`config.mk`:
```
export PLATFORM = sky130hd
export DESIGN_NAME = opcua_message_splitter
export DESIGN_NICKNAME = d
export VERILOG_FILES = /design/src/rtl/opcua_ms_pkg.sv /design/src/rtl/opcua_message_splitter.sv
export SDC_FILE = /design/constraint.sdc
export NUM_CORES = 1
export LEC_CHECK = 0
export BUFFER_PORTS_ARGS = -buffer_cell sky130_fd_sc_hd__buf_4
export CAP_MARGIN = 20
export CORE_MARGIN = 1.5
export CORE_UTILIZATION = 60
export CTS_CLUSTER_SIZE = 20
export DETAILED_ROUTE_END_ITERATION = 10
export PLACE_DENSITY_LB_ADDON = 0.3
export SYNTH_ARGS = -nofsm -noshare
export SYNTH_HDL_FRONTEND = slang
export SYNTH_SLANG_ARGS = --single-unit
```
`constraint.sdc`:
```
create_clock -name clock -period 10.3 [get_ports clock]
set_input_delay 2.575 -clock clock [delete_from_list [all_inputs] [get_ports clock]]
set_output_delay 2.575 -clock clock [all_outputs]
set_load 0.03 [all_outputs]
```
`src/rtl/opcua_ms_pkg.sv`:
```
// ----------------------------------------------------------------------------
// OPC UA message splitter package
// Shared codes, header phases and the message type check.
// ----------------------------------------------------------------------------
package opcua_ms_pkg;

   // result status codes
   typedef enum logic [2:0] {
      ST_CONTINUE = 3'd0,
      ST_SEARCH   = 3'd1,
      ST_FLUSH    = 3'd2,
      ST_ABORT    = 3'd3,
      ST_DROPPED  = 3'd4
   } status_type;

   typedef logic [3:0] phase_type;

   // header parser phases
   localparam phase_type PHASE_TYPE1 = 4'd0;
   localparam phase_type PHASE_TYPE2 = 4'd1;
   localparam phase_type PHASE_TYPE3 = 4'd2;
   localparam phase_type PHASE_FINAL = 4'd3;
   localparam phase_type PHASE_SIZE1 = 4'd4;
   localparam phase_type PHASE_SIZE2 = 4'd5;
   localparam phase_type PHASE_SIZE3 = 4'd6;
   localparam phase_type PHASE_SIZE4 = 4'd7;
   localparam phase_type PHASE_FLUSH = 4'd8;

   localparam int unsigned NUM_DIRS = 2;

   localparam logic [31:0] THRESHOLD_RESET = 32'hFFFF_FFFF;

   // configuration register indexes
   localparam logic REG_LARGE_SIZE_THRESHOLD = 1'b0;

   // known message types, first byte in the top bits
   localparam logic [23:0] TYPE_HEL = {8'h48, 8'h45, 8'h4C};
   localparam logic [23:0] TYPE_ACK = {8'h41, 8'h43, 8'h4B};
   localparam logic [23:0] TYPE_ERR = {8'h45, 8'h52, 8'h52};
   localparam logic [23:0] TYPE_RHE = {8'h52, 8'h48, 8'h45};
   localparam logic [23:0] TYPE_OPN = {8'h4F, 8'h50, 8'h4E};
   localparam logic [23:0] TYPE_MSG = {8'h4D, 8'h53, 8'h47};
   localparam logic [23:0] TYPE_CLO = {8'h43, 8'h4C, 8'h4F};

   function automatic logic type_known(input logic [23:0] t);
      return (t == TYPE_HEL) || (t == TYPE_ACK) || (t == TYPE_ERR) ||
             (t == TYPE_RHE) || (t == TYPE_OPN) || (t == TYPE_MSG) ||
             (t == TYPE_CLO);
   endfunction

endpackage

```
`src/rtl/opcua_message_splitter.sv`:
```
// ----------------------------------------------------------------------------
// OPC UA message splitter
// Per-direction TCP header parser that reports flush points over a stream.
// ----------------------------------------------------------------------------
//
//  channel | role          | handshake            | payload
//  --------+---------------+----------------------+------------------------------
//  req_    | stream in     | tvalid/tready        | tdata: data_byte, segment_length
//          |               |                      | tuser: direction
//  rsp_    | stream out    | tvalid/tready        | tdata: flush_point, events
//          |               |                      | tuser: status
//  csr_    | register port | psel/penable, pready | large_size_threshold at 0x0
//
// One word is taken per cycle unless rsp_ stalls. The input register holds
// the word, and the parser state is read and updated in the cycle it moves
// into the output register. Throughput is one word per cycle, bound by the
// single update of the shared per-direction state.
// A stall on rsp_ holds both registers; req_tready drops only while both are full.
// Synchronous reset clears both parsers and the position tracking, and sets the
// threshold to all ones.

module opcua_message_splitter (
   input  logic        clock,
   input  logic        reset,

   input  logic        req_tvalid,
   output logic        req_tready,
   input  logic [39:0] req_tdata,   // [7:0] data_byte, [39:8] segment_length
   input  logic [1:0]  req_tuser,   // [1:0] direction

   output logic        rsp_tvalid,
   input  logic        rsp_tready,
   output logic [39:0] rsp_tdata,   // [31:0] flush_point, [32] large_size_event,
                                    // [33] bad_type_event, [34] split_event,
                                    // [35] pipelined_event, [39:36] zero
   output logic [2:0]  rsp_tuser,   // [2:0] status

   input  logic        csr_psel,
   input  logic        csr_penable,
   input  logic        csr_pwrite,
   input  logic [2:0]  csr_paddr,
   input  logic [31:0] csr_pwdata,
   output logic [31:0] csr_prdata,
   output logic        csr_pready
);

   // ------------------------------------------------------------------
   // configuration register
   // ------------------------------------------------------------------
   logic [31:0] threshold_ff;
   logic        csr_hit;

   assign csr_pready = 1'b1;
   assign csr_hit    = (csr_paddr[2] == opcua_ms_pkg::REG_LARGE_SIZE_THRESHOLD);
   assign csr_prdata = csr_hit ? threshold_ff : 32'd0;

   always_ff @(posedge clock) begin
      if (reset) begin
         threshold_ff <= opcua_ms_pkg::THRESHOLD_RESET;
      end else if (csr_psel && csr_penable && csr_pwrite && csr_pready && csr_hit) begin
         threshold_ff <= csr_pwdata;
      end
   end

   // ------------------------------------------------------------------
   // input register
   // ------------------------------------------------------------------
   logic        in_valid_ff;
   logic [7:0]  in_byte_ff;
   logic [31:0] in_seglen_ff;
   logic [1:0]  in_dir_ff;
   logic        out_free;
   logic        fire;

   // the output register frees when empty or being taken this cycle
   assign out_free   = !rsp_tvalid || rsp_tready;
   assign fire       = in_valid_ff && out_free;
   assign req_tready = !in_valid_ff || out_free;

   always_ff @(posedge clock) begin
      if (reset) begin
         in_valid_ff <= 1'b0;
      end else if (req_tready) begin
         in_valid_ff <= req_tvalid;
      end
   end

   always_ff @(posedge clock) begin
      if (req_tready && req_tvalid) begin
         in_byte_ff   <= req_tdata[7:0];
         in_seglen_ff <= req_tdata[39:8];
         in_dir_ff    <= req_tuser;
      end
   end

   // ------------------------------------------------------------------
   // parser state, one set per direction
   // ------------------------------------------------------------------
   opcua_ms_pkg::phase_type phase_ff   [opcua_ms_pkg::NUM_DIRS];
   logic [23:0]             type_ff    [opcua_ms_pkg::NUM_DIRS];
   logic [31:0]             size_ff    [opcua_ms_pkg::NUM_DIRS];
   logic [31:0]             carried_ff [opcua_ms_pkg::NUM_DIRS];
   logic [31:0]             pos_ff;
   logic                    returned_ff;

   opcua_ms_pkg::phase_type phase_in;
   logic [23:0]             type_in;
   logic [31:0]             size_in;
   logic [31:0]             carried_in;
   logic [31:0]             pos_in;
   logic                    returned_in;
   logic                    dir_write;

   opcua_ms_pkg::status_type status;
   logic [31:0] flush_point;
   logic        ev_large;
   logic        ev_bad;
   logic        ev_split;
   logic        ev_pipe;

   logic                    d;
   opcua_ms_pkg::phase_type ph;
   logic [31:0]             size_full;
   logic                    last;
   logic                    do_clear;

   assign d = in_dir_ff[0];
   assign ph = phase_ff[d];
   // the last size byte completes the word in the top lane
   assign size_full = size_ff[d] | {in_byte_ff, 24'd0};
   assign last = ({1'b0, pos_ff} + 33'd1) >= {1'b0, in_seglen_ff};

   always_comb begin
      status      = opcua_ms_pkg::ST_CONTINUE;
      flush_point = 32'd0;
      ev_large    = 1'b0;
      ev_bad      = 1'b0;
      ev_split    = 1'b0;
      ev_pipe     = 1'b0;
      phase_in    = ph;
      type_in     = type_ff[d];
      size_in     = size_ff[d];
      carried_in  = carried_ff[d];
      do_clear    = 1'b0;
      dir_write   = 1'b0;

      if (returned_ff) begin
         // segment already closed: drop the rest of it
         status = opcua_ms_pkg::ST_DROPPED;
      end else if (in_dir_ff[1]) begin
         status = opcua_ms_pkg::ST_ABORT;
      end else begin
         dir_write = 1'b1;
         case (ph)
            opcua_ms_pkg::PHASE_TYPE1: begin
               type_in  = type_ff[d] | {in_byte_ff, 16'd0};
               phase_in = opcua_ms_pkg::PHASE_TYPE2;
            end
            opcua_ms_pkg::PHASE_TYPE2: begin
               type_in  = type_ff[d] | {8'd0, in_byte_ff, 8'd0};
               phase_in = opcua_ms_pkg::PHASE_TYPE3;
            end
            opcua_ms_pkg::PHASE_TYPE3: begin
               type_in  = type_ff[d] | {16'd0, in_byte_ff};
               phase_in = opcua_ms_pkg::PHASE_FINAL;
            end
            opcua_ms_pkg::PHASE_FINAL: begin
               phase_in = opcua_ms_pkg::PHASE_SIZE1;
            end
            opcua_ms_pkg::PHASE_SIZE1: begin
               size_in  = size_ff[d] | {24'd0, in_byte_ff};
               phase_in = opcua_ms_pkg::PHASE_SIZE2;
            end
            opcua_ms_pkg::PHASE_SIZE2: begin
               size_in  = size_ff[d] | {16'd0, in_byte_ff, 8'd0};
               phase_in = opcua_ms_pkg::PHASE_SIZE3;
            end
            opcua_ms_pkg::PHASE_SIZE3: begin
               size_in  = size_ff[d] | {8'd0, in_byte_ff, 16'd0};
               phase_in = opcua_ms_pkg::PHASE_SIZE4;
            end
            opcua_ms_pkg::PHASE_SIZE4: begin
               size_in  = size_full;
               ev_large = size_full > threshold_ff;
               if (!opcua_ms_pkg::type_known(type_ff[d])) begin
                  ev_bad   = 1'b1;
                  status   = opcua_ms_pkg::ST_ABORT;
                  do_clear = 1'b1;
               end else if (size_full <= carried_ff[d]) begin
                  status   = opcua_ms_pkg::ST_ABORT;
                  do_clear = 1'b1;
               end else begin
                  phase_in = opcua_ms_pkg::PHASE_FLUSH;
               end
            end
            opcua_ms_pkg::PHASE_FLUSH: begin
               ev_split    = (carried_ff[d] != 32'd0) || (size_ff[d] > in_seglen_ff);
               ev_pipe     = size_ff[d] < in_seglen_ff;
               flush_point = size_ff[d] - carried_ff[d];
               status      = opcua_ms_pkg::ST_FLUSH;
               do_clear    = 1'b1;
            end
            default: begin
               // phase never entered: recover by aborting
               status   = opcua_ms_pkg::ST_ABORT;
               do_clear = 1'b1;
            end
         endcase

         if (do_clear) begin
            phase_in   = opcua_ms_pkg::PHASE_TYPE1;
            type_in    = 24'd0;
            size_in    = 32'd0;
            carried_in = 32'd0;
         end

         // segment ends mid-message: carry its length over
         if (status == opcua_ms_pkg::ST_CONTINUE && last) begin
            status     = opcua_ms_pkg::ST_SEARCH;
            carried_in = carried_ff[d] + in_seglen_ff;
         end
      end

      if (last) begin
         pos_in      = 32'd0;
         returned_in = 1'b0;
      end else begin
         pos_in      = pos_ff + 32'd1;
         returned_in = returned_ff || (status == opcua_ms_pkg::ST_FLUSH) ||
                       (status == opcua_ms_pkg::ST_ABORT);
      end
   end

   always_ff @(posedge clock) begin
      if (reset) begin
         for (int i = 0; i < opcua_ms_pkg::NUM_DIRS; i++) begin
            phase_ff[i]   <= opcua_ms_pkg::PHASE_TYPE1;
            type_ff[i]    <= 24'd0;
            size_ff[i]    <= 32'd0;
            carried_ff[i] <= 32'd0;
         end
         pos_ff      <= 32'd0;
         returned_ff <= 1'b0;
      end else if (fire) begin
         if (dir_write) begin
            phase_ff[d]   <= phase_in;
            type_ff[d]    <= type_in;
            size_ff[d]    <= size_in;
            carried_ff[d] <= carried_in;
         end
         pos_ff      <= pos_in;
         returned_ff <= returned_in;
      end
   end

   // ------------------------------------------------------------------
   // result register
   // ------------------------------------------------------------------
   always_ff @(posedge clock) begin
      if (reset) begin
         rsp_tvalid <= 1'b0;
      end else if (out_free) begin
         rsp_tvalid <= in_valid_ff;
      end
   end

   always_ff @(posedge clock) begin
      if (fire) begin
         rsp_tdata <= {4'd0, ev_pipe, ev_split, ev_bad, ev_large, flush_point};
         rsp_tuser <= status;
      end
   end

endmodule

```
Yosys cells after proc, flatten, opt, wreduce, memory -nomap -nowiden
Memories as Yosys holds them, arrays and structs flattened. A register that Yosys moved wholly into a read port is not among the register bits.
Index checks and enable logic that the tools add are counted.
{ "classes": {"addsub": 4, "n_lt_le_gt_ge": 5, "eq_ne": 17, "muxes": 59, "n_bitwise": 10, "reduce_logical": 29} }
{ "ops": {"columns": ["operator", "n"], "rows": [
  ["$mux 32", 11],
  ["$eq 24x23->1 const B", 7],
  ["$pmux 32 s4", 1],
  ["$mux 24", 4],
  ["$pmux 24 s3", 1],
  ["$gt 32x32->1", 2],
  ["$reduce_or 32->1", 2],
  ["$add 32x1->33 const B", 1],
  ["$ge 33x32->1", 1],
  ["$add 32x1->32 const B", 1],
  ["$add 32x32->32", 1],
  ["$le 32x32->1", 1],
  ["$lt 32x32->1", 1],
  ["$or 32x16->32", 1],
  ["$or 32x24->32", 1],
  ["$or 32x32->32", 1],
  ["$or 32x8->32", 1],
  ["$pmux 4 s8", 1],
  ["$reduce_bool 32->1", 1],
  ["$sub 32x32->32", 1],
  ["$mux 1", 26],
  ["$mux 4", 6],
  ["$or 24x16->24", 1],
  ["$or 24x24->24", 1],
  ["20 further kinds", 49]
]} }
{ "totals": {"regBits": 148, "ram_bits": 184, "input_bits": 84, "out_inout_bits": 78, "wordCells": 139, "mem_count": 4} }
{ "memory_table": {"columns": ["memory", "depth", "width", "read_ports", "rd_clocked_by_memory_dff", "wr", "line_no", "rtl"], "rows": [
  ["carried_ff", 2, 32, 1, 1, 2, "opcua_message_splitter.sv:102", "logic [31:0] carried_ff [opcua_ms_pkg::NUM_DIRS];"],
  ["size_ff", 2, 32, 1, 1, 2, "opcua_message_splitter.sv:101", "logic [31:0] size_ff [opcua_ms_pkg::NUM_DIRS];"],
  ["type_ff", 2, 24, 1, 1, 2, "opcua_message_splitter.sv:100", "logic [23:0] type_ff [opcua_ms_pkg::NUM_DIRS];"],
  ["phase_ff", 2, 4, 1, 1, 2, "opcua_message_splitter.sv:99", "opcua_ms_pkg::phase_type phase_ff [opcua_ms_pkg::NUM_DIRS];"]
]} }

Longest topological paths before layout
Gate-level depths: netlist of the first run.
{ "logic_depth": {"depth_word": 20, "ltp_mapped": 21, "ltp_nobuf": 19} }

Worst setup path after synthesis of the first run
OpenSTA, ideal clock, no wires.
{ "synth_path": {"path_type": "input to register", "from": "input rsp_tready", "to": "memory carried_ff[0][0], enable pin", "setup_time_ps": 874, "t_arrival_ps": 5091, "t_required_ps": 9426, "setup_slack_ps": 4336, "cell_stages": 7, "n_path_buf": 2, "path_cell_list": "nor2b_1 > nand2b_1 > clkbuf_1 > nor3_1 > nand2b_1 > clkbuf_1 > nand2_1"} }
{ "synth_rtl": {"columns": ["element", "line_no", "rtl"], "rows": [
  ["start: declaration", "opcua_message_splitter.sv:32", "input logic rsp_tready,"],
  ["end: declaration", "opcua_message_splitter.sv:102", null]
]} }

Worst setup path in the final report of the first run
{ "layout_path": {"from": "input rsp_tready", "to": "output req_tready"} }
{ "layout_between": {"elab_chain_cells": 2} }
{ "layout_rtl": {"columns": ["element", "line_no", "rtl"], "rows": [
  ["$logic_or 1x1->1", "opcua_message_splitter.sv:76", "assign out_free = !rsp_tvalid || rsp_tready;"],
  ["$logic_or 1x1->1", "opcua_message_splitter.sv:78", "assign req_tready = !in_valid_ff || out_free;"],
  ["end: declaration", "opcua_message_splitter.sv:27", "output logic req_tready,"]
]} }
Every way passes these cells.

==> reports/qor.txt, run 1 <==
outcome -> complete, no violations
Peak VDD IR -> 0.126 mV
# fillers -> 2620
routability cong. -> 0.905
Inserted Diodes -> 0
Comb pwr share -> 0.196
post-synthesis cell area -> 20800 um^2
vias per cell -> 6.23
Worst EP arrival -> 3.19 ns
Slew Viols, Final -> 0
Yosys warnings -> 0
Slew HR -> 0.285
Flop pwr share -> 0.438
Post-Place Cell Area -> 22200 um^2
Pwr Density -> 150 nW/um^2
Total Routing Usage GR -> 0.294
fin cells -> 2666
worst setup margin -> 4.54 ns
internal power -> 2.53 mW
Util after Layout -> 0.682
total die area -> 35900 um^2
WP buf/inv -> 2
WS Path Type -> primary input to output pin
IO buf count -> 154
final hold violation count -> 0
sequential share of the synthesized area -> 0.447
CTS root buffer -> clkbuf_16
Inst Count DP -> 2597
largest net degree at the start of global routing -> 82
Mapped Cells -> 2065
met3 wire len -> 4880 um
top-area cell type share of the netlist area -> 0.382
crit-path cells -> buf_4, nor2b_1, nand2_1, buf_4
DR iter-0 viols -> 1612
Core Rows -> 68
Setup-failing EPs final -> 0
Final Cell Area -> 23500 um^2
Die X -> 189 um
Setup crit start kind -> primary input
Sw Ratio -> 0.281
Synth area leaders -> edfxtp_1, ha_1, dfxtp_1, nor2_1, a21oi_1
number of synthesized flops with an enable pin -> 265
Worst-path clk slew -> 0.06 ns
CP top delay family -> simple AND/OR/NAND/NOR gates
RSZ-0062 raised after global routing -> no
Num CTS Buffers -> 37
total power -> 3.52 mW
clock latency on the worst-skew pair -> 0.53 ns
NumNets Final -> 2436
Max Clock Freq -> 0.174 GHz
Primary FF master, synth -> edfxtp_1
sequential standard cell area -> 9320 um^2
initial antenna violation count -> 1
CP max stage cell -> nor2b_1
Hold WS -> 0.507 ns
CTS sink cnt -> 333
Met1 Wirelength -> 22400 um
Yosys top cell by area -> edfxtp_1
Crit. End Element -> output pin
HP Class -> register to register
Max-Cap Viols -> 0
Initial Utilization -> 0.606
post-DP HPWL -> 39100 um
clock share of power -> 0.366
DRT Wirelength -> 53500 um
Synth async-reset ratio -> 0
top sig layer -> met5
Core Area -> 34400 um^2
Die Span Y -> 189 um
vias in the first global route -> 15687
Setup Skew -> 0.0189 ns
required time of the worst setup path -> 7.73 ns
Post-route DRC -> 0
Post-Syn Area per Cell -> 10.1 um^2
FF-to-FF setup slack -> 4.66 ns
post-route clock period utilization -> 0.559
Worst Path Max Fanout -> 4
io pins -> 162
min cycle time layout -> 5.76 ns
CTS resizes -> 0
1st-pass router iterations -> 6
Yosys reg bits -> 333
clk buf depth -> 3
first-pass GRT wire length -> 83400 um
Cell variety after synth -> 90
pin slew with the least headroom to its limit -> 1.07 ns
worst stage delay on the critical path -> 0.22 ns
met2 WL -> 24700 um
Synth-to-Final Area Change -> 12.5%
switching power total -> 0.989 mW
Max H-tree Level -> 2
Static Leak -> 10.1 nW
drt wl/cell -> 20.1 um
DRT antenna net count -> 0
Post-CTS Hold Buffers -> 0
pre-CTS setup slack -> 4.25 ns
fraction of layout cells with a size suffix above 1 -> 0.154
CTS tree -> built
setup TNS -> 0 ns
total global routing overflow -> 0
Post-CTS Setup Bufs -> 0
multi-input logic area -> 10600 um^2
most frequent CP cell -> buf_4
via count -> 16621
-- path summary, 6_finish.rpt --
path	depth (start not counted)	start	endpoint
setup reg to reg	20	pos_ff[5]	carried_ff[0][2]
setup / recovery	4	rsp_tready	req_tready
hold reg to reg	2	pos_ff[31]	pos_ff[31]
hold / removal	2	pos_ff[31]	pos_ff[31]
-- registers in the layout, summed over array words and instances (netlist names), 8 cells and up, named ones only --
register,flops
carried_ff,64
rsp_tdata,36
phase_ff,8
pos_ff,32
in_byte_ff,8
threshold_ff,32
type_ff,48
size_ff,64
in_seglen_ff,32
-- logic make-up (layout without fill, tap and decap cells) --
family                     after synthesis  in the layout  share of synthesized area
AOI/OAI and AO/OA                      505            505                      0.171
xor gates and xnor gates                75             75                     0.0315
adders and majority gates              169            169                      0.102
buffers and inverters                  226            369                     0.0490
DFF                                    333            333                      0.447
muxes                                   87             87                     0.0444
other                                    2              5                   0.000360
and+or+nand+nor                        668            668                      0.155
-- layout by cell type (no fill, tap or decap), types with 21 or more instances in the layout --
cell	n
buf_4	176
dfxtp_1	67
nand4_1	39
nor3_1	31
nor2b_1	39
xor2_1	38
o22ai_2	35
nor2_1	268
inv_1	123
a21o_1	61
nand3_1	36
nand2b_1	24
edfxtp_1	265
a21oi_1	130
mux2i_1	47
xnor2_1	37
and3_1	21
o22ai_1	31
o21ai_0	61
o211ai_1	39
ha_1	167
clkbuf_16	39
nand2_1	117
mux2_2	39
-- layout make-up --
type | instances | area share
Multi-Input combinational cell | 1509 | 0.450
Sequential cell | 333 | 0.398
Timing Repair Buffer | 177 | 0.0575
Clock buffer | 52 | 0.0445
Tap cell | 455 | 0.0243
Inverter | 125 | 0.0200
Clock inverter | 15 | 0.00582
-- cell usage after synthesis, types with 21 or more instances --
cell type,n
ha_1,167
nor2b_1,39
a21o_1,61
o211ai_1,39
o21ai_0,61
clkbuf_1,50
mux2i_1,47
mux2_2,39
nor3_1,31
nand3_1,37
nand4_1,39
xor2_1,38
nand2b_1,24
a21oi_1,130
nand2_1,119
and3_1,21
edfxtp_1,265
nor2_1,268
dfxtp_1,68
inv_1,123
o22ai_1,31
xnor2_1,37
o22ai_2,35
-- metal layers --
metal | vias to the layer above | track usage
li1 | 7847 | -
met1 | 7870 | 0.408
met2 | 816 | 0.474
met3 | 86 | 0.0447
met4 | 2 | 0.0928
met5 | - | 0
-- power by group through the flow --
stage	logic (mW)	clock network, mW	registers (mW)
after floorplan	0.483	0	1.57
after global placement	0.652	0	1.57
final	0.690	1.29	1.54
after global routing	0.750	1.36	1.54
after detailed placement	0.672	0	1.57
after CTS	0.678	1.31	1.54
-- worst reg2reg max path: stages (launching register included) --
cell and delay (ns):
dfxtp_1 0.46, and4_1 0.29, nor3b_2 0.32, nand3_1 0.31
nor2_1 0.29, nand3_1 0.24, nor2_1 0.36, nand4_1 0.16
xnor2_1 0.17, ha_1 0.30, nand4_1 0.13, or2_2 0.33
a211oi_1 0.27, a211oi_1 0.17, nor2_2 0.11, buf_4 0.37
nor2_1 0.10, a21oi_2 0.20, or2_1 0.13, buf_4 0.44
o22ai_1 0.19
No activity file was read; power rests on OpenSTA's default activity.
==> run 2: changes to the inputs <==
--- a/config.mk
+++ b/config.mk
@@ -8,7 +8,7 @@
 export BUFFER_PORTS_ARGS = -buffer_cell sky130_fd_sc_hd__buf_4
 export CAP_MARGIN = 20
 export CORE_MARGIN = 1.5
-export CORE_UTILIZATION = 60
+export CORE_UTILIZATION = 55
 export CTS_CLUSTER_SIZE = 20
 export DETAILED_ROUTE_END_ITERATION = 10
 export PLACE_DENSITY_LB_ADDON = 0.3
==> constraint.sdc (replaced) <==
create_clock -name clock -period 4.9 [get_ports clock]
set_input_delay 1.225 -clock clock [delete_from_list [all_inputs] [get_ports clock]]
set_output_delay 1.225 -clock clock [all_outputs]
set_load 0.03 [all_outputs]
==> run 2 against run 1 <==
Global-route usage decreased by 0.86 points. Utilization decreased by 4.2 points. Register-to-register slack got worse by 4.3 ns. Non-clock buffer count increased by 42. Hold slack got worse by 0.0043 ns. Combinational power increased by 120%. Critical endpoint is now carried_ff[0][0].
==> reports/qor.txt, run 2 (synthesis gave the netlist of run 1 again) <==
fraction of layout cells with a size suffix above 1 -> 0.172 (+0.0179)
Core Area -> 37500 um^2 (+9.1%)
Post-CTS Hold Buffers -> 0 (unchanged)
WS Path Type -> register to register
outcome -> complete, no violations
total die area -> 39100 um^2 (+8.9%)
setup TNS -> 0 ns (unchanged)
Max H-tree Level -> 2 (unchanged)
post-route clock period utilization -> 0.935
required time of the worst setup path -> 5.20 ns (-2.53 ns)
Die Span Y -> 198 um (+4.4%)
1st-pass router iterations -> 7 (+1)
biggest regs -> carried_ff x64, size_ff x64, type_ff x48
clk buf depth -> 3 (unchanged)
Setup crit start kind -> register
clock latency on the worst-skew pair -> 0.56 ns (+0.03 ns)
most common cell after layout, fill and taps aside -> nor2_1
CTS tree -> built
pin slew with the least headroom to its limit -> 0.855 ns (-0.217 ns)
initial antenna violation count -> 0 (-1)
total global routing overflow -> 0 (unchanged)
DRT antenna net count -> 0 (unchanged)
Die X -> 198 um (+4.4%)
drt wl/cell -> 20.3 um (+1.3%)
Initial Utilization -> 0.556 (-0.0504)
Util after Layout -> 0.641 (-0.0416)
worst setup margin -> 0.320 ns (-4.22 ns)
largest net degree at the start of global routing -> 65 (-21%)
vias in the first global route -> 16145 (+2.9%)
Inst Count DP -> 2695 (+3.8%)
Hold WS -> 0.503 ns (-0.00433 ns)
pre-CTS setup slack -> 0.236 ns (-4.01 ns)
Post-Place Cell Area -> 22800 um^2 (+2.4%)
post-DP HPWL -> 41700 um (+6.6%)
fin cells -> 2765 (+3.7%)
Crit. End Element -> register
routability cong. -> 0.936 (+3.4%)
most frequent cells in the layout -> nor2_1, edfxtp_1, buf_4
Post-CTS Setup Bufs -> 0 (unchanged)
Max Clock Freq -> 0.218 GHz
Post-route DRC -> 0 (unchanged)
CTS root buffer -> clkbuf_16
IO buf count -> 154 (unchanged)
Worst-path clk slew -> 0.06 ns (about the same)
io pins -> 162 (unchanged)
Peak VDD IR -> 0.260 mV (+110%)
CTS sink cnt -> 333 (unchanged)
Setup Skew -> 0.0197 ns (+0.000821 ns)
Slew Viols, Final -> 0 (unchanged)
Worst EP arrival -> 4.88 ns (+1.69 ns)
DR iter-0 viols -> 1615 (+0.19%)
worst r2r path cells -> 19 (-5.0%)
HP Class -> register to register
total power -> 7.58 mW (+120%)
Inserted Diodes -> 0 (unchanged)
Core Rows -> 71 (+4.4%)
via count -> 16811 (+1.1%)
# fillers -> 3047 (+16%)
Pwr Density -> 316 nW/um^2 (+110%)
Max-Cap Viols -> 0 (unchanged)
Setup crit end -> carried_ff[0][0]
Setup-failing EPs final -> 0 (unchanged)
Final Cell Area -> 24000 um^2 (+2.4%)
min cycle time layout -> 4.58 ns
Num CTS Buffers -> 38 (+2.7%)
vias per cell -> 6.08 (-2.5%)
Static Leak -> 10.4 nW (+3.0%)
sequential standard cell area -> 9320 um^2 (unchanged)
CTS resizes -> 0 (unchanged)
multi-input logic area -> 10600 um^2 (unchanged)
first-pass GRT wire length -> 86800 um (+4.1%)
Total Routing Usage GR -> 0.285 (-0.00861)
Worst Path Max Fanout -> 31 (+27)
DRT Wirelength -> 56200 um (+5.1%)
critical path launch point -> pos_ff[5]
Synth-to-Final Area Change -> 15.2%
Reg-to-Reg End -> carried_ff[0][0]
FF-to-FF setup slack -> 0.32 ns (-4.34 ns)
RSZ-0062 raised after global routing -> no
Slew HR -> 0.414 (+0.128)
NumNets Final -> 2479 (+1.8%)
final hold violation count -> 0 (unchanged)
r2r startpoint -> pos_ff[5]
-- run 2: cell types whose count changed in the layout (fill, tap and decap cells not counted) --
cell,previous run,this run
buf_4,176,207
buf_12,0,12
clkbuf_1,11,7
clkinv_2,3,7
clkinvlp_4,3,0
clkbuf_8,2,4
clkinv_4,0,2
buf_16,1,0
bufinv_16,2,3
inv_6,2,1
-- run 2: worst max-delay path, cell delays in order (launching register included) --
cell and delay, ns:
dfxtp_1 0.44, and4_1 0.28, nor3b_2 0.21, nand3_1 0.16, nor2_1 0.19, nand3_1 0.12, nor2_1 0.31, nand4_1 0.16
xnor2_1 0.18, ha_1 0.31, nand4_1 0.13, or2_2 0.32, a211oi_1 0.23, a211oi_1 0.14, nor2_2 0.27, nor2_1 0.09
a21oi_2 0.20, or2_1 0.17, buf_12 0.24, o22ai_2 0.11
-- run 2: per-layer routing --
layer  GRT usage  wire length (um)  vias to the layer above
met3      0.0343              4160                      104
li1            -                 -                     7936
met5           0                 0                        -
met2       0.468             26100                      700
met4       0.102              1760                        0
met1       0.390             24200                     8071
-- run 2: cell type report --
cell class | count | area share
inverter | 125 | 0.0195
tap | 511 | 0.0266
clock buffer | 50 | 0.0440
clock inverter | 18 | 0.00719
multi-input combinational | 1509 | 0.440
timing repair buffer | 219 | 0.0747
sequential | 333 | 0.388
-- run 2: power breakdown --
| group | switching (mW) | leakage, nW | total, mW | internal, mW |
|---|---|---|---|---|
| clock network | 1.16 | 0.611 | 2.84 | 1.68 |
| registers | 0.0716 | 3.25 | 3.24 | 3.17 |
| logic | 0.920 | 6.59 | 1.50 | 0.584 |
-- run 2: worst min path at each step --
stage | to | slack, ns | cells past startpoint | startpoint
after detailed placement | pos_ff[27] | 0.49 | 2 | pos_ff[27]
after global routing | pos_ff[31] | 0.52 | 2 | pos_ff[31]
after CTS | pos_ff[31] | 0.50 | 2 | pos_ff[31]
after floorplan | pos_ff[31] | 0.46 | 2 | pos_ff[31]
after global placement | pos_ff[31] | 0.48 | 2 | pos_ff[31]
final | pos_ff[31] | 0.50 | 2 | pos_ff[31]
